File: src/rtl/drtp_pkg.sv
// ----------------------------------------------------------------------------
// drtp_pkg
// Shared types, codes and helpers for the decimal rgb triplet parser.
// ----------------------------------------------------------------------------
package drtp_pkg;

  localparam int unsigned CharW     = 8;
  localparam int unsigned StatusW   = 2;
  localparam int unsigned ColorW    = 24;
  localparam int unsigned InDataW   = 16;  // char_code + target flag, byte padded
  localparam int unsigned OutDataW  = 32;  // status + color, byte padded

  localparam logic [CharW-1:0] CharEol   = 8'd0;
  localparam logic [CharW-1:0] CharComma = 8'd44;
  localparam logic [CharW-1:0] CharZero  = 8'd48;
  localparam logic [CharW-1:0] CharNine  = 8'd57;
  localparam logic [CharW-1:0] CharSpace = 8'd32;
  localparam logic [CharW-1:0] CharTab   = 8'd9;
  localparam logic [CharW-1:0] CharCr    = 8'd13;

  localparam logic [2:0]  MinTokenLen = 3'd5;
  localparam logic [1:0]  MaxCommas   = 2'd3;
  localparam logic [1:0]  NeedCommas  = 2'd2;
  localparam logic [1:0]  IdxBlue     = 2'd2;
  localparam logic [1:0]  IdxDone     = 2'd3;
  localparam logic [11:0] MaxComp     = 12'd255;
  localparam logic [3:0]  Radix       = 4'd10;

  typedef enum logic [StatusW-1:0] {
    ST_OK        = 2'd0,
    ST_TARGET    = 2'd1,
    ST_MALFORMED = 2'd2
  } status_t;

  typedef enum logic [3:0] {
    PH_SKIP_ID    = 4'b0001,
    PH_SKIP_WS    = 4'b0010,
    PH_TOKEN      = 4'b0100,
    PH_AFTER      = 4'b1000
  } phase_t;

  typedef struct packed {
    status_t           status;
    logic [ColorW-1:0] color;
  } result_t;

  function automatic logic is_blank(input logic [CharW-1:0] c);
    return (c == CharSpace) || (c >= CharTab && c <= CharCr);
  endfunction

  function automatic logic is_digit(input logic [CharW-1:0] c);
    return (c >= CharZero) && (c <= CharNine);
  endfunction

endpackage

File: src/rtl/decimal_rgb_triplet_parser_core.sv
// ----------------------------------------------------------------------------
// decimal_rgb_triplet_parser_core
// Parses one "<id> R,G,B" text line, one character per word, into a status
// and a packed 24-bit color.
// ----------------------------------------------------------------------------
// One character word is taken every clock cycle while s_tvalid is high and the
// input is not held back. Each word goes into an input register and is applied
// to the line state from there. When applied, the end-of-line word (code 0) also
// puts one result word into the output register, from which it is offered on
// the master side. Other characters produce no output. Input is only held back
// while a finished result waits on a stalled master side and the next
// end-of-line word is up.
module decimal_rgb_triplet_parser_core (
  input  logic                          clk,
  input  logic                          rst,
  input  logic                          s_tvalid,
  output logic                          s_tready,
  // [7:0] char_code, [8] target_already_set, [15:9] zero
  input  logic [drtp_pkg::InDataW-1:0]  s_tdata,
  output logic                          m_tvalid,
  input  logic                          m_tready,
  // [1:0] status, [25:2] color_value, [31:26] zero
  output logic [drtp_pkg::OutDataW-1:0] m_tdata
);

  logic                       in_valid;
  logic [drtp_pkg::CharW-1:0] in_char;
  logic                       in_target;
  logic                       eol;
  logic                       out_free;
  logic                       advance;
  drtp_pkg::result_t          result;
  drtp_pkg::result_t          out_data;

  // an end-of-line word needs room in the output register
  assign advance  = in_valid && (!eol || out_free);
  assign s_tready = !in_valid || advance;

  always_ff @(posedge clk) begin
    if (rst) begin
      in_valid <= 1'b0;
    end else if (s_tready) begin
      in_valid <= s_tvalid;
    end
  end

  always_ff @(posedge clk) begin
    if (s_tready && s_tvalid) begin
      in_char   <= s_tdata[7:0];
      in_target <= s_tdata[8];
    end
  end

  drtp_line_state u_line (
    .clk                (clk),
    .rst                (rst),
    .step               (advance),
    .char_code          (in_char),
    .target_already_set (in_target),
    .eol                (eol),
    .result             (result)
  );

  drtp_out_reg u_out (
    .clk       (clk),
    .rst       (rst),
    .load      (advance && eol),
    .load_data (result),
    .free      (out_free),
    .m_tvalid  (m_tvalid),
    .m_tready  (m_tready),
    .m_data    (out_data)
  );

  assign m_tdata = {6'd0, out_data.color, out_data.status};

endmodule

File: src/rtl/drtp_line_state.sv
// ----------------------------------------------------------------------------
// drtp_line_state
// Per-line parse and validation state; one character is applied per step,
// the end-of-line character yields the result and clears the state.
// ----------------------------------------------------------------------------
module drtp_line_state (
  input  logic                          clk,
  input  logic                          rst,
  input  logic                          step,
  input  logic [drtp_pkg::CharW-1:0]    char_code,
  input  logic                          target_already_set,
  output logic                          eol,
  output drtp_pkg::result_t             result
);

  typedef struct packed {
    drtp_pkg::phase_t phase;
    logic [2:0]       token_length;
    logic             last_comma;
    logic [1:0]       comma_count;
    logic [1:0]       comp_idx;
    logic [7:0]       acc;
    logic [15:0]      rg;
    logic             failed;
  } line_t;

  localparam line_t LineClear = '{
    phase:        drtp_pkg::PH_SKIP_ID,
    token_length: 3'd0,
    last_comma:   1'b1,
    comma_count:  2'd0,
    comp_idx:     2'd0,
    acc:          8'd0,
    rg:           16'd0,
    failed:       1'b0
  };

  line_t line_q;
  line_t line_next;

  // blue in progress completes, an earlier component fails
  function automatic line_t close_token(input line_t s);
    line_t r;
    r = s;
    if (!s.failed && s.comp_idx != drtp_pkg::IdxDone) begin
      if (s.comp_idx == drtp_pkg::IdxBlue) begin
        r.comp_idx = drtp_pkg::IdxDone;
      end else begin
        r.failed = 1'b1;
      end
    end
    return r;
  endfunction

  function automatic line_t token_char(input line_t s, input logic [7:0] c);
    line_t       r;
    logic        dig;
    logic [11:0] v;
    r   = s;
    dig = drtp_pkg::is_digit(c);
    v   = 12'(s.acc) * 12'(drtp_pkg::Radix) + 12'(c - drtp_pkg::CharZero);
    if (s.token_length < drtp_pkg::MinTokenLen) begin
      r.token_length = s.token_length + 3'd1;
    end
    if (c == drtp_pkg::CharComma && !s.last_comma) begin
      r.last_comma = 1'b1;
      if (s.comma_count < drtp_pkg::MaxCommas) begin
        r.comma_count = s.comma_count + 2'd1;
      end
    end else if (dig) begin
      r.last_comma = 1'b0;
    end
    if (!s.failed && s.comp_idx != drtp_pkg::IdxDone) begin
      if (dig) begin
        if (v > drtp_pkg::MaxComp) begin
          r.failed = 1'b1;
        end else begin
          r.acc = v[7:0];
        end
      end else if (s.comp_idx == drtp_pkg::IdxBlue) begin
        r.comp_idx = drtp_pkg::IdxDone;
      end else if (c == drtp_pkg::CharComma) begin
        r.rg       = {s.rg[7:0], s.acc};
        r.acc      = 8'd0;
        r.comp_idx = s.comp_idx + 2'd1;
      end else begin
        r.failed = 1'b1;
      end
    end
    return r;
  endfunction

  line_t fin;

  assign eol = (char_code == drtp_pkg::CharEol);

  // state as seen at end of line
  always_comb begin
    fin = line_q;
    if (line_q.phase == drtp_pkg::PH_TOKEN) begin
      fin = close_token(line_q);
    end else if (line_q.phase != drtp_pkg::PH_AFTER) begin
      fin.failed = 1'b1;
    end
  end

  always_comb begin
    result.status = drtp_pkg::ST_MALFORMED;
    result.color  = '0;
    if (target_already_set) begin
      result.status = drtp_pkg::ST_TARGET;
    end else if (fin.token_length >= drtp_pkg::MinTokenLen &&
                 fin.comma_count == drtp_pkg::NeedCommas &&
                 !fin.last_comma && !fin.failed &&
                 fin.comp_idx == drtp_pkg::IdxDone) begin
      result.status = drtp_pkg::ST_OK;
      result.color  = {fin.rg, fin.acc};
    end
  end

  always_comb begin
    line_next = line_q;
    if (eol) begin
      line_next = LineClear;
    end else begin
      case (line_q.phase)
        drtp_pkg::PH_SKIP_ID: begin
          line_next.phase = drtp_pkg::PH_SKIP_WS;
        end
        drtp_pkg::PH_SKIP_WS: begin
          if (!drtp_pkg::is_blank(char_code)) begin
            line_next       = token_char(line_q, char_code);
            line_next.phase = drtp_pkg::PH_TOKEN;
          end
        end
        drtp_pkg::PH_TOKEN: begin
          if (drtp_pkg::is_blank(char_code)) begin
            line_next       = close_token(line_q);
            line_next.phase = drtp_pkg::PH_AFTER;
          end else begin
            line_next = token_char(line_q, char_code);
          end
        end
        default: begin
          line_next = line_q;
        end
      endcase
    end
  end

  always_ff @(posedge clk) begin
    if (rst) begin
      line_q <= LineClear;
    end else if (step) begin
      line_q <= line_next;
    end
  end

endmodule

File: src/rtl/drtp_out_reg.sv
// ----------------------------------------------------------------------------
// drtp_out_reg
// Result register on the master side; takes a new result while the old one
// leaves in the same cycle.
// ----------------------------------------------------------------------------
module drtp_out_reg (
  input  logic              clk,
  input  logic              rst,
  input  logic              load,
  input  drtp_pkg::result_t load_data,
  output logic              free,
  output logic              m_tvalid,
  input  logic              m_tready,
  output drtp_pkg::result_t m_data
);

  logic              valid;
  drtp_pkg::result_t data;

  assign free     = !valid || m_tready;
  assign m_tvalid = valid;
  assign m_data   = data;

  always_ff @(posedge clk) begin
    if (rst) begin
      valid <= 1'b0;
    end else if (free) begin
      valid <= load;
    end
  end

  always_ff @(posedge clk) begin
    if (free && load) begin
      data <= load_data;
    end
  end

endmodule

File: config.mk
export PLATFORM = sky130hd
export DESIGN_NAME = decimal_rgb_triplet_parser_core
export DESIGN_NICKNAME = d
export VERILOG_FILES = /design/src/rtl/drtp_pkg.sv /design/src/rtl/decimal_rgb_triplet_parser_core.sv /design/src/rtl/drtp_line_state.sv /design/src/rtl/drtp_out_reg.sv
export SDC_FILE = /design/constraint.sdc
export NUM_CORES = 1
export LEC_CHECK = 0
export BUFFER_PORTS_ARGS = -buffer_cell sky130_fd_sc_hd__clkbuf_2
export CORE_MARGIN = 2
export CORE_UTILIZATION = 45
export DETAILED_ROUTE_END_ITERATION = 8
export SYNTH_ARGS = -nofsm -noshare
export SYNTH_HDL_FRONTEND = slang
export SYNTH_SLANG_ARGS = --single-unit
File: constraint.sdc
create_clock -name clk -period 4.7 [get_ports clk]
set_input_delay 0.705 -clock clk [delete_from_list [all_inputs] [get_ports clk]]
set_output_delay 0.705 -clock clk [all_outputs]
set_load 0.02 [all_outputs]
== After elaboration in Yosys (flattened, before gate mapping) ==
Index checks and enable logic that the tools add are counted.

* Mux-type cells: 29
* Divide/modulo/power cells: 0
* Shift operators: 0
* Magnitude comparators: 8
* Add/sub/neg operators: 5
* $mul: 1
* Equality and inequality tests: 13
* Bitwise operators: 1
* Reduce and logical (&&, ||, !) cells: 30

{| class="wikitable"
|+ Operators by type and width
! operator !! number
|-
| 37-bit 2-to-1 mux || 3
|-
| 26-bit 2-to-1 mux || 3
|-
| 33-bit one-hot mux with 2 select lines || 1
|-
| 27-bit 2-to-1 mux || 1
|-
| 25-bit 2-to-1 mux || 1
|-
| 8-bit by 6-bit equality test with 1-bit output, second input constant || 2
|-
| 16-bit 2-to-1 mux || 1
|-
| 8-bit 2-to-1 mux || 2
|-
| 12-bit adder || 1
|-
| 12-bit by 8-bit greater-than comparator with 1-bit output, second input constant || 1
|-
| 1-bit logical AND || 12
|-
| 2-bit 2-to-1 mux || 6
|-
| 4-bit one-hot mux with 3 select lines || 1
|-
| 8-bit by 3-bit multiplier with 11-bit output, second input constant || 1
|-
| 1-bit 2-to-1 mux || 9
|-
| 3-bit != test, second input constant || 3
|-
| 8-bit by 6-bit subtractor with 9-bit output, second input constant || 1
|-
| 8-bit by 4-bit >= comparator with 1-bit output, second input constant || 1
|-
| 8-bit by 6-bit >= comparator with 1-bit output, second input constant || 1
|-
| 8-bit by 4-bit less-or-equal comparator with 1-bit output, second input constant || 1
|-
| 8-bit by 6-bit less-or-equal comparator with 1-bit output, second input constant || 1
|-
| 8-bit logical NOT || 1
|-
| 4-bit AND reduction || 2
|-
| 1-bit logical NOT || 7
|-
| other kinds (18) || 24
|}

* Output and inout port bits: 34
* Bits in registers: 74
* Memories: 0
* Memory bits (read-only): 0
* Input bits: 20
* Latch bits: 0
* RAM bits: 0
* Logic and storage cells: 101

== Longest topological paths before layout ==
Gate-level depths: netlist of the first run.

* Depth after elaboration: 9
* Depth in mapped cells: 17
* Mapped depth without buffers: 16

== Cells and area by module ==
Synthesis of the first run repeated with hierarchy kept, for this count alone.

* Cells, all modules: 443
* Area, all modules: 4341.7 sq um

{| class="wikitable"
|+ Modules (own cells, without submodules)
! module !! cells an instance !! sequential area each (sq um) !! area an instance (sq um) !! instances
|-
| drtp_line_state || 388 || 740.7 || 3106.7 || 1
|-
| drtp_out_reg || 31 || 800.8 || 835.8 || 1
|-
| decimal_rgb_triplet_parser_core || 24 || 290.3 || 399.1 || 1
|}

== Least setup slack after synthesis of the first run ==
No wires, ideal clock.

* Path type: reg2reg
* Start: register u_line.line_q[20] (netlist bit)
* End: register u_line.line_q[0] (netlist bit)
* Data arrival time: 3.379 ns
* Period minus slack after synthesis: 3.494 ns
* Setup slack: 1.206 ns
* Cell stages (with the launch flop): 15
* Setup time: 0.115 ns
* Cell sequence: dfxtp_1 -> ha_1 -> ha_1 -> and3_1 -> a2111o_1 -> xor2_1 -> ha_1 -> a21oi_1 -> o21ai_0 -> a211oi_1 -> xnor2_1 -> a2111oi_2 -> buf_2 -> nand4_1 -> and3_1

* Longest elaborated chain between the ends: 9
* Elaborated cells between the ends (all ways): 10

{| class="wikitable"
|+ RTL lines
! what !! RTL line !! source
|-
| start: declaration || drtp_line_state.sv:38 || <nowiki>line_t line_q;</nowiki>
|-
| start signal: assignment || drtp_line_state.sv:153 || <nowiki>line_q <= LineClear;</nowiki>
|-
| start signal: assignment || drtp_line_state.sv:155 || <nowiki>line_q <= line_next;</nowiki>
|-
| 8-bit by 3-bit multiplier with 11-bit output (*) || drtp_line_state.sv:61 || <nowiki>v = 12'(s.acc) * 12'(drtp_pkg::Radix) + 12'(c - drtp_pkg::CharZero);</nowiki>
|-
| 12-bit adder (*) || drtp_line_state.sv:61 ||
|-
| 12-bit by 8-bit greater-than comparator with 1-bit output (*) || drtp_line_state.sv:75 || <nowiki>if (v > drtp_pkg::MaxComp) begin</nowiki>
|-
| 1-bit 2-to-1 mux (*) (2 in a row) || - ||
|-
| 27-bit 2-to-1 mux (*) || - ||
|-
| 37-bit 2-to-1 mux (on tied branches) || - ||
|-
| 33-bit one-hot mux with 2 select lines (*) || - ||
|-
| 37-bit 2-to-1 mux (*) || - ||
|}

Every way passes the cells marked *; elsewhere a longest branch is shown, timed or not. The select of a mux whose other input is x is not followed.
A chain may end at the register's enable or synchronous reset.

== Worst setup path in the final report of the first run ==
* Start: register u_line.line_q[22] (netlist bit)
* End: register u_line.line_q[24] (netlist bit)

* Longest elaborated chain between the ends: 9
* Elaborated cells between the ends (all ways): 10

{| class="wikitable"
|+ RTL lines
! what !! RTL line !! source
|-
| 8-bit by 3-bit multiplier with 11-bit output (*) || drtp_line_state.sv:61 ||
|-
| 12-bit adder (*) || drtp_line_state.sv:61 ||
|-
| 12-bit by 8-bit greater-than comparator with 1-bit output || drtp_line_state.sv:75 ||
|-
| 8-bit 2-to-1 mux (*) || drtp_line_state.sv:75 ||
|-
| 8-bit 2-to-1 mux (*) || drtp_line_state.sv:74 || <nowiki>if (dig) begin</nowiki>
|-
| 27-bit 2-to-1 mux (*) || drtp_line_state.sv:73 || <nowiki>if (!s.failed && s.comp_idx != drtp_pkg::IdxDone) begin</nowiki>
|-
| 37-bit 2-to-1 mux (on tied branches) || drtp_line_state.sv:137, drtp_line_state.sv:131 ||
|-
| 33-bit one-hot mux with 2 select lines (*) || drtp_line_state.sv:126 || <nowiki>case (line_q.phase)</nowiki>
|-
| 37-bit 2-to-1 mux (*) || drtp_line_state.sv:123 || <nowiki>if (eol) begin</nowiki>
|}

Marked as above.

==> results of run 1 <==
==> registers in the layout, indices dropped and copies added (netlist names) <==
| register | count |
|---|---|
| u_out.m_tvalid | 1 |
| in_char | 8 |
| u_out.m_data | 26 |
| in_valid | 1 |
| u_line.line_q | 37 |
| in_target | 1 |
==> path summary, 6_finish.rpt <==
kind	from	endpoint	cells past startpoint
worst max-delay path	u_line.line_q[22]$_SDFFE_PP0P_	u_line.line_q[24]$_SDFFE_PP0P_	13
worst min-delay path	u_line.line_q[13]$_SDFFE_PP0P_	u_line.line_q[13]$_SDFFE_PP0P_	2
worst max register to register	u_line.line_q[22]$_SDFFE_PP0P_	u_line.line_q[24]$_SDFFE_PP0P_	13
worst min register to register	u_line.line_q[13]$_SDFFE_PP0P_	u_line.line_q[13]$_SDFFE_PP0P_	2
==> critical path, delay by kind of cell, from the launching register on <==
family	cells	cell delay [ns]
XOR/XNOR	2	0.30
flip-flops	1	0.48
adder cells (fa/ha/maj)	3	0.98
AO/OA/AOI/OAI	6	1.66
AND/OR/NAND/NOR	2	0.59
==> cell type report <==
type,instances,area (µm²)
tap,129,161
fill,890,4410
timing repair buffer,49,268
clock inverter,7,82.6
clock buffer,9,124
multi-input combinational,328,2330
inverter,21,78.8
sequential,74,1830
==> routing by layer <==
| layer | global-route usage, % | share of wire, % |
|---|---|---|
| met1 | 23.9 | 49 |
| met2 | 27.8 | 46 |
| met3 | 4.51 | 4.3 |
| met4 | 5.33 | 1.3 |
| met5 | 0 | 0 |
==> per-stage QoR <==
stage	total power [mW]	std cells	hold WS, ns	instance area (µm²)	util, %
final	1.30	617	0.490	4880	52.5
after global routing	1.36	617	0.497	4880	52.5
after CTS	1.32	617	0.494	4880	52.5
after detailed placement	0.806	601	0.472	4670	50.3
after global placement	0.804	601	0.465	4670	50.3
after floorplan	0.783	446	0.444	4360	-
==> power by group through the flow <==
stage	combinational (mW)	clock [mW]	sequential (mW)
floorplan	0.0777	0	0.705
global placement	0.0959	0	0.708
detailed placement	0.0976	0	0.708
CTS	0.0982	0.528	0.693
global route	0.110	0.555	0.695
finish	0.0983	0.511	0.693
==> Yosys cell counts (all sizes together), types with 6 or more instances <==
| cell | n | share of area, % |
|---|---|---|
| and3 | 8 | 1.2 |
| xnor2 | 6 | 1.2 |
| ha | 31 | 8.9 |
| and2 | 27 | 3.9 |
| buf | 11 | 1.9 |
| a21oi | 24 | 2.9 |
| a41oi | 8 | 1.6 |
| nor3 | 11 | 1.6 |
| mux2i | 16 | 3.7 |
| nor4b | 8 | 1.8 |
| nor2 | 43 | 3.7 |
| nand2 | 19 | 1.6 |
| a31oi | 7 | 1.2 |
| dfxtp | 39 | 18 |
| edfxtp | 35 | 24 |
| o21ai | 20 | 2.4 |
| xor2 | 8 | 1.6 |
| clkbuf | 12 | 1.0 |
| inv | 21 | 1.8 |
| nand3 | 15 | 1.7 |
==> cell families after synthesis <==
| kind of cell | share of synthesized area, % |
|---|---|
| other cells | 0.0864 |
| buf+inv | 4.76 |
| flops | 42.2 |
| simple gates | 19.9 |
| xor+xnor | 2.83 |
| compound gates | 16.5 |
| fa+ha+maj | 9.86 |
| mux | 3.95 |
==> flow_summary.toml, run 1 <==
[synthesis]
synthFlopType = "dfxtp_1"
ys_seq_area_share_pct = 42.2
yosys_register_bits = 74
avgSynthCellArea_um2 = 9.84
netlist_area_um2 = 4340
yosysUniqueCellTypes = 69
async_flop_share_pct = 0
yosysWarnings = 0
synth_edf_count = 35
synth_cells = 441

[route]
vias = 3314
dr.pass1.iters = 4
wl_um = 8530
drc = 0
wl_per_cell_um = 13.8
via_per_inst = 5.37
ant_nets = 0
first_iter_violations = 221

[critical_path]
crit_path_end_kind = "flop"
cp_cell_sequence = "ha_1 -> ha_1 -> and3_1 -> a2111o_1 -> xor2_1 -> ha_1 -> a21oi_1 -> o21ai_0 -> a211oi_1 -> xnor2_1 -> a2111oi_2 -> and3_1 -> o21ai_1"
arrival_ns = 4.37
cpMostUsedCell = "ha_1"
critPathRequiredTime_ns = 4.93
worstSetupStartpointType = "flop"
worstSetupPathType = "reg2reg"
max_stage_delay_ns = 0.58
reg2reg_setup_slack_ns = 0.57
crit_fanout = 7
worst_path_max_delay_cell = "a2111oi_2"

[clocking]
cts-resized-gates = 0
cts_buffers = 9
holdBufCountCts = 0
clkSinkCount = 74
clk_latency_ns = 0.35
clock_path_buffers = 2
root_buffer = "clkbuf_8"
clk_pin_slew_worst_paths_ns = 0.09
cts_tree = "yes"
post-cts-setup-buffer-count = 0
htree_levels = 3

[grt]
grt_pass1_wl_um = 14400
grt_max_degree = 27
grt.total_usage_pct = 17.6
antenna_found_initial = 0
grt_pass1_vias = 2982
globalRouteOverflowTotal = 0

[placed_design]
gp_congestion = 0.833
dp_slack_ns = 0.532
port_buffers = 40
dp_hpwl_um = 6280

[pwr]
switchingPower_mw = 0.330
intPower_mw = 0.972
power_density_nw_per_um2 = 267
p_leak_nw = 1.87
seqPwrFrac_pct = 53.2
clkPwrFrac_pct = 39.2
swShare_pct = 25.4
peakVddDrop_mv = 0.162
p_comb_share_pct = 7.5

[cells_and_area]
final_common_cell = "nor2_1"
nets = 536
syn_to_final_growth_pct = 12.3
drive_gt1_share_pct = 16.8
layout_common_cells = "nor2_1 (42), clkbuf_2 (40), dfxtp_1 (39), edfxtp_1 (35), ha_1 (31)"
n_antenna_cell = 0

[floorplan]
rows = 35
die_h_um = 102
start_util_pct = 46.8
dieArea_um2 = 10400
die_w_um = 102
ios = 54
coreArea_um2 = 9280

[timing]
min_period_ns = 4.13
fin_skew_ns = 0.00842
fin_ws_ns = 0.568
setup_violations = 0
relSlewSlack_pct = 34.2
max_freq_ghz = 0.242
fin_crit_sh_pct = 87.9
hold_violations = 0
tns_ns = 0
rsz0062_at_grt = "false"
final_max_slew_viol_count = 0
tightest_slew_ns = 0.982

[status]
status = "finished, final reports clean"

[run]
cap_viol_max_count = 0

[min_path]
hold_class = "reg2reg"
No activity file was read; power rests on OpenSTA's default activity.
==> inputs of run 2 (changes only) <==
SKIP_CTS_REPAIR_TIMING = 1   (was default)
SYNTH_HIERARCHICAL = 1   (was default)
==> run 2 against run 1 <==
Against the previous run:
- clock power is essentially flat
- flip-flop and latch count is the same
- maximum frequency grew 0.32%
- routed wire length grew 6.9%
- clock skew grew 0.0029 ns
- sequential share of layout area grew 0.45 points
- critical path type unchanged
- largest cell class unchanged
==> flow_summary.toml, run 2 <==
[synthesis]
synth_edf_count = 35
yosys_register_bits = 74
yosysTopAreaCell = "edfxtp_1"
async_flop_share_pct = 0
synth_cells = 443
ys_seq_area_share_pct = 42.2
synthFlopType = "dfxtp_1"
yosysWarnings = 6
synth_common_cells = "a21oi_1 (45), nand2_1 (44), dfxtp_1 (39), edfxtp_1 (35), ha_1 (31)"
netlist_area_um2 = 4340
yosysTopAreaCellShare_pct = 24.2
yosys-top-cells-area = "edfxtp_1 (24%), dfxtp_1 (18%), ha_1 (8.9%)"
yosysUniqueCellTypes = 80
synth_most_common_cell = "a21oi_1"
avgSynthCellArea_um2 = 9.80

[route]
wl_um = 9120
ant_nets = 0
drc = 0
vias = 3352
wl_per_cell_um = 14.8
first_iter_violations = 164
dr.pass1.iters = 5
via_per_inst = 5.45

[pwr]
p_leak_nw = 1.98
peakVddDrop_mv = 0.124
power_density_nw_per_um2 = 271

[cells_and_area]
regMostFlops = "u_line/line_q"
final_common_cell = "a21oi_1"
fin_cells = 615
n_antenna_cell = 0
largest_register_ffs = 37
post-route-util_pct = 51.9
nets = 534
layout_common_cells = "a21oi_1 (45), nand2_1 (44), clkbuf_2 (40), dfxtp_1 (39), edfxtp_1 (35)"
fill_cells = 885
multi_input_area_um2 = 2310
drive_gt1_share_pct = 17.1
syn_to_final_growth_pct = 11.0
regArea_um2 = 1830

[critical_path]
worstSetupPathType = "reg2reg"
worstSetupStartpointType = "flop"
critical_path.startpoint = "u_line/line_q[20]$_SDFFE_PP0P_"
crit_fanout = 6
r2r-end = "u_line/line_q[23]$_SDFFE_PP0P_"
rr_startpoint = "u_line/line_q[20]$_SDFFE_PP0P_"
crit_end = "u_line/line_q[23]$_SDFFE_PP0P_"
critPathRequiredTime_ns = 4.93
reg2reg_setup_slack_ns = 0.58
r2r_cells = 14
crit_path_end_kind = "flop"
arrival_ns = 4.35

[placed_design]
place_inst = 599
port_buffers = 40
dp_hpwl_um = 6680
gp_congestion = 0.884

[timing]
relSlewSlack_pct = 50.3
holdWs_ns = 0.448
fin_skew_ns = 0.0114
hold_violations = 0
tns_ns = 0
tightest_slew_ns = 0.743
setup_violations = 0
final_max_slew_viol_count = 0
rsz0062_at_grt = "false"
min_period_ns = 4.12
fin_crit_sh_pct = 87.6
max_freq_ghz = 0.243

[clocking]
cts_tree = "yes"
clk_pin_slew_worst_paths_ns = 0.08
htree_levels = 3
clkSinkCount = 74
root_buffer = "clkbuf_8"
clock_path_buffers = 2
clk_latency_ns = 0.35
cts_buffers = 9

[grt]
grt_pass1_vias = 3226
grt_max_degree = 27
grt.total_usage_pct = 18.6
globalRouteOverflowTotal = 0
grt_pass1_wl_um = 15300
antenna_found_initial = 0

[min_path]
hold_class = "reg2reg"
holdPathStages = 2

[floorplan]
coreArea_um2 = 9280
rows = 35
dieArea_um2 = 10500
die_h_um = 102
die_w_um = 102
start_util_pct = 46.8
ios = 54

[run]
cap_viol_max_count = 0

[status]
status = "finished, final reports clean"
[run 2: changes by cell type in the layout (fill, tap and decap cells not counted), moves of 6 or more]
cell     change
nand2_1     +25
a21oi_1     +22
nor2_1      -22
mux2i_1     -12
o21ai_1     -10
a41oi_1      -8
o21ai_0      +8
buf_4        -7
nand3_1      -7
nor4b_1      -7
nand4_1      +6
[run 2: metrics by stage]
| step | setup WS, ns | cell area [µm²] | total power, mW |
|---|---|---|---|
| after floorplan | 1.13 | 4360 | 0.784 |
| after global placement | 0.692 | 4610 | 0.809 |
| after detailed placement | 0.645 | 4610 | 0.810 |
| after CTS | 0.628 | 4820 | 1.32 |
| after global routing | 0.335 | 4820 | 1.37 |
| final | 0.581 | 4820 | 1.31 |
[run 2: layer usage]
metal  global-route usage, %  share of wire [%]
met1                    25.3                 47
met4                    7.28                2.2
met2                    29.8                 46
met5                       0                  0
met3                    3.35                4.2
[run 2: cells by family after synthesis]
| group | Yosys count | synth area share, % |
|---|---|---|
| and+or+nand+nor | 159 | 20.7 |
| AOI/OAI and AO/OA | 116 | 18.1 |
| DFF | 74 | 42.2 |
| buffers and inverters | 44 | 5.01 |
| adders and majority gates | 33 | 9.86 |
| xor gates and xnor gates | 12 | 3.11 |
| muxes | 4 | 0.922 |
| other | 1 | 0.0864 |
[run 2: worst min path at each step]
stage	from	endpoint	slack, ns
2_1_floorplan	u_line/line_q[10]$_SDFFE_PP0P_	u_line/line_q[10]$_SDFFE_PP0P_	0.43
3_3_place_gp	u_line/line_q[16]$_SDFFE_PP0P_	u_line/line_q[16]$_SDFFE_PP0P_	0.44
3_5_place_dp	u_line/line_q[10]$_SDFFE_PP0P_	u_line/line_q[10]$_SDFFE_PP0P_	0.44
4_1_cts	u_line/line_q[16]$_SDFFE_PP0P_	u_line/line_q[16]$_SDFFE_PP0P_	0.45
5_1_grt	u_line/line_q[9]$_SDFFE_PP0P_	u_line/line_q[9]$_SDFFE_PP0P_	0.48
6_report	u_line/line_q[16]$_SDFFE_PP0P_	u_line/line_q[16]$_SDFFE_PP0P_	0.45
[run 2: report_power, final]
part | switching, mW | leakage [nW] | internal, mW
Sequential | 0.0118 | 0.700 | 0.679
Clock | 0.257 | 0.0999 | 0.255
Combinational | 0.0664 | 1.18 | 0.0391
[run 2: final cells by class]
| class | instances | share of cell area (%) |
|---|---|---|
| Clock buffer | 9 | 2.57 |
| Timing Repair Buffer | 42 | 4.47 |
| Inverter | 24 | 1.87 |
| Tap cell | 129 | 3.35 |
| Clock inverter | 7 | 1.77 |
| Multi-Input combinational cell | 330 | 48.0 |
| Sequential cell | 74 | 38.0 |
[run 2: worst max-delay path, cell delays in order, from the launching register on]
cell	delay, ns
dfxtp_1	0.46
ha_1	0.28
ha_1	0.34
and3_1	0.19
a221o_1	0.33
o21a_1	0.19
nor2_1	0.13
ha_1	0.29
a21oi_1	0.30
o221ai_1	0.17
a31oi_1	0.19
xor2_1	0.25
o2111a_1	0.37
nand4_1	0.23
a22o_1	0.28
==> inputs of run 3 (changes only) <==
CORE_UTILIZATION = 30   (was 45)
==> run 3 against run 2 <==
Against the previous run:
- die area up 48%
- worst hold slack worse by 0.0029 ns
- setup slack better by 0.0029 ns
- non-clock buffer count decreased by 2
- final cell count grew 8.0%
- register-to-register slack barely moved
- clock skew decreased by 0.0053 ns
- sequential power barely moved
- count of clock-buffer cells in the layout is 1 higher
- critical path type unchanged
- critical endpoint is now u_line/line_q[21]$_SDFFE_PP0P_
- largest power group is now clock
- highest routed layer unchanged
==> flow_summary.toml, run 3 (same netlist as run 2, synthesis figures left out) <==
[route]
via_per_inst = 5.05
first_iter_violations = 306
dr.pass1.iters = 5
ant_nets = 0
wl_per_cell_um = 14.0
drc = 0
wl_um = 9280
vias = 3352

[critical_path]
r2r_cells = 14
crit_path_end_kind = "flop"
cpMostUsedCell = "ha_1"
crit_family = "compound AO/OA/AOI/OAI gates"
cp.depth = 14
worstSetupStartpointType = "flop"
max_stage_delay_ns = 0.43
cp_cell_sequence = "ha_1 -> ha_1 -> and3_1 -> a221o_1 -> o21a_1 -> nor2_1 -> ha_1 -> a21oi_1 -> o221ai_1 -> a31oi_1 -> xor2_1 -> o2111a_1 -> nand4_1 -> a22o_1"
arrival_ns = 4.34
worst_path_max_delay_cell = "dfxtp_1"
crit_fanout = 6
critPathRequiredTime_ns = 4.92
worstSetupPathType = "reg2reg"
critPathBufInv = 0

[floorplan]
die_h_um = 124
ios = 54
coreArea_um2 = 14000
start_util_pct = 31.0
dieArea_um2 = 15500
die_w_um = 124
rows = 43

[cells_and_area]
n_antenna_cell = 0
regMostFlops = "u_line/line_q"
fin_cells = 664
syn_to_final_growth_pct = 14.5
layout_common_cells = "a21oi_1 (45), nand2_1 (44), clkbuf_2 (40), dfxtp_1 (39), edfxtp_1 (35)"
nets = 532
largest_register_ffs = 37
drive_gt1_share_pct = 16.7
final_common_cell = "a21oi_1"
stdcell_area_um2 = 4970
post-route-util_pct = 35.5

[timing]
min_period_ns = 4.12
tns_ns = 0
rsz0062_at_grt = "false"
setup_violations = 0
final_max_slew_viol_count = 0
tightest_slew_ns = 0.897
holdWs_ns = 0.445
fin_skew_ns = 0.00602
max_freq_ghz = 0.243
relSlewSlack_pct = 39.7
fin_crit_sh_pct = 87.6
hold_violations = 0
fin_ws_ns = 0.584

[grt]
grt_pass1_wl_um = 15500
globalRouteOverflowTotal = 0
grt_max_degree = 27
grt.total_usage_pct = 12.1
antenna_found_initial = 0
grt_pass1_vias = 3205

[clocking]
root_buffer = "clkbuf_16"
cts_buffers = 9
clkSinkCount = 74
htree_levels = 3
clk_latency_ns = 0.33
cts_tree = "yes"
clock_path_buffers = 2
clk_pin_slew_worst_paths_ns = 0.06

[pwr]
power_mw = 1.50
p_leak_nw = 2.02
peakVddDrop_mv = 0.187
power_density_nw_per_um2 = 301

[placed_design]
port_buffers = 40
place_area_um2 = 4660
dp_slack_ns = 0.622
place_inst = 648
dp_hpwl_um = 6860
gp_congestion = 0.849

[min_path]
holdPathStages = 2
hold_class = "reg2reg"

[run]
cap_viol_max_count = 0

[status]
status = "finished, final reports clean"
[run 3: final timing paths]
| kind | start | to | slack, ns |
|---|---|---|---|
| worst max-delay path | u_line/line_q[20]$_SDFFE_PP0P_ | u_line/line_q[21]$_SDFFE_PP0P_ | 0.58 |
| worst min-delay path | u_line/line_q[15]$_SDFFE_PP0P_ | u_line/line_q[15]$_SDFFE_PP0P_ | 0.45 |
| worst max register to register | u_line/line_q[20]$_SDFFE_PP0P_ | u_line/line_q[21]$_SDFFE_PP0P_ | 0.58 |
| worst min register to register | u_line/line_q[15]$_SDFFE_PP0P_ | u_line/line_q[15]$_SDFFE_PP0P_ | 0.45 |
[run 3: area by class of cell]
cell class,instances,area (µm²)
tap,180,225
clock buffer,10,239
sequential,74,1830
timing repair buffer,40,200
clock inverter,6,72.6
multi-input combinational,330,2310
fill,1438,9020
inverter,24,90.1
[run 3: layer usage]
metal	share of wire (%)	track usage [%]
met3	6.0	3.35
met2	44	18.4
met5	0	0
met1	49	16.8
met4	0.85	3.44
[run 3: worst register-to-register path, stage by stage (launching register included)]
cell and delay, ns:
dfxtp_1 0.43, ha_1 0.27, ha_1 0.34, and3_1 0.19, a221o_1 0.33, o21a_1 0.19
nor2_1 0.13, ha_1 0.30, a21oi_1 0.30, o221ai_1 0.17, a31oi_1 0.21, xor2_1 0.25
o2111a_1 0.36, nand4_1 0.24, a22o_1 0.27
[run 3: power breakdown]
group,total (mW),internal (mW),switching [mW]
Clock,0.701,0.431,0.271
Combinational,0.102,0.0375,0.0645
Sequential,0.693,0.680,0.0130
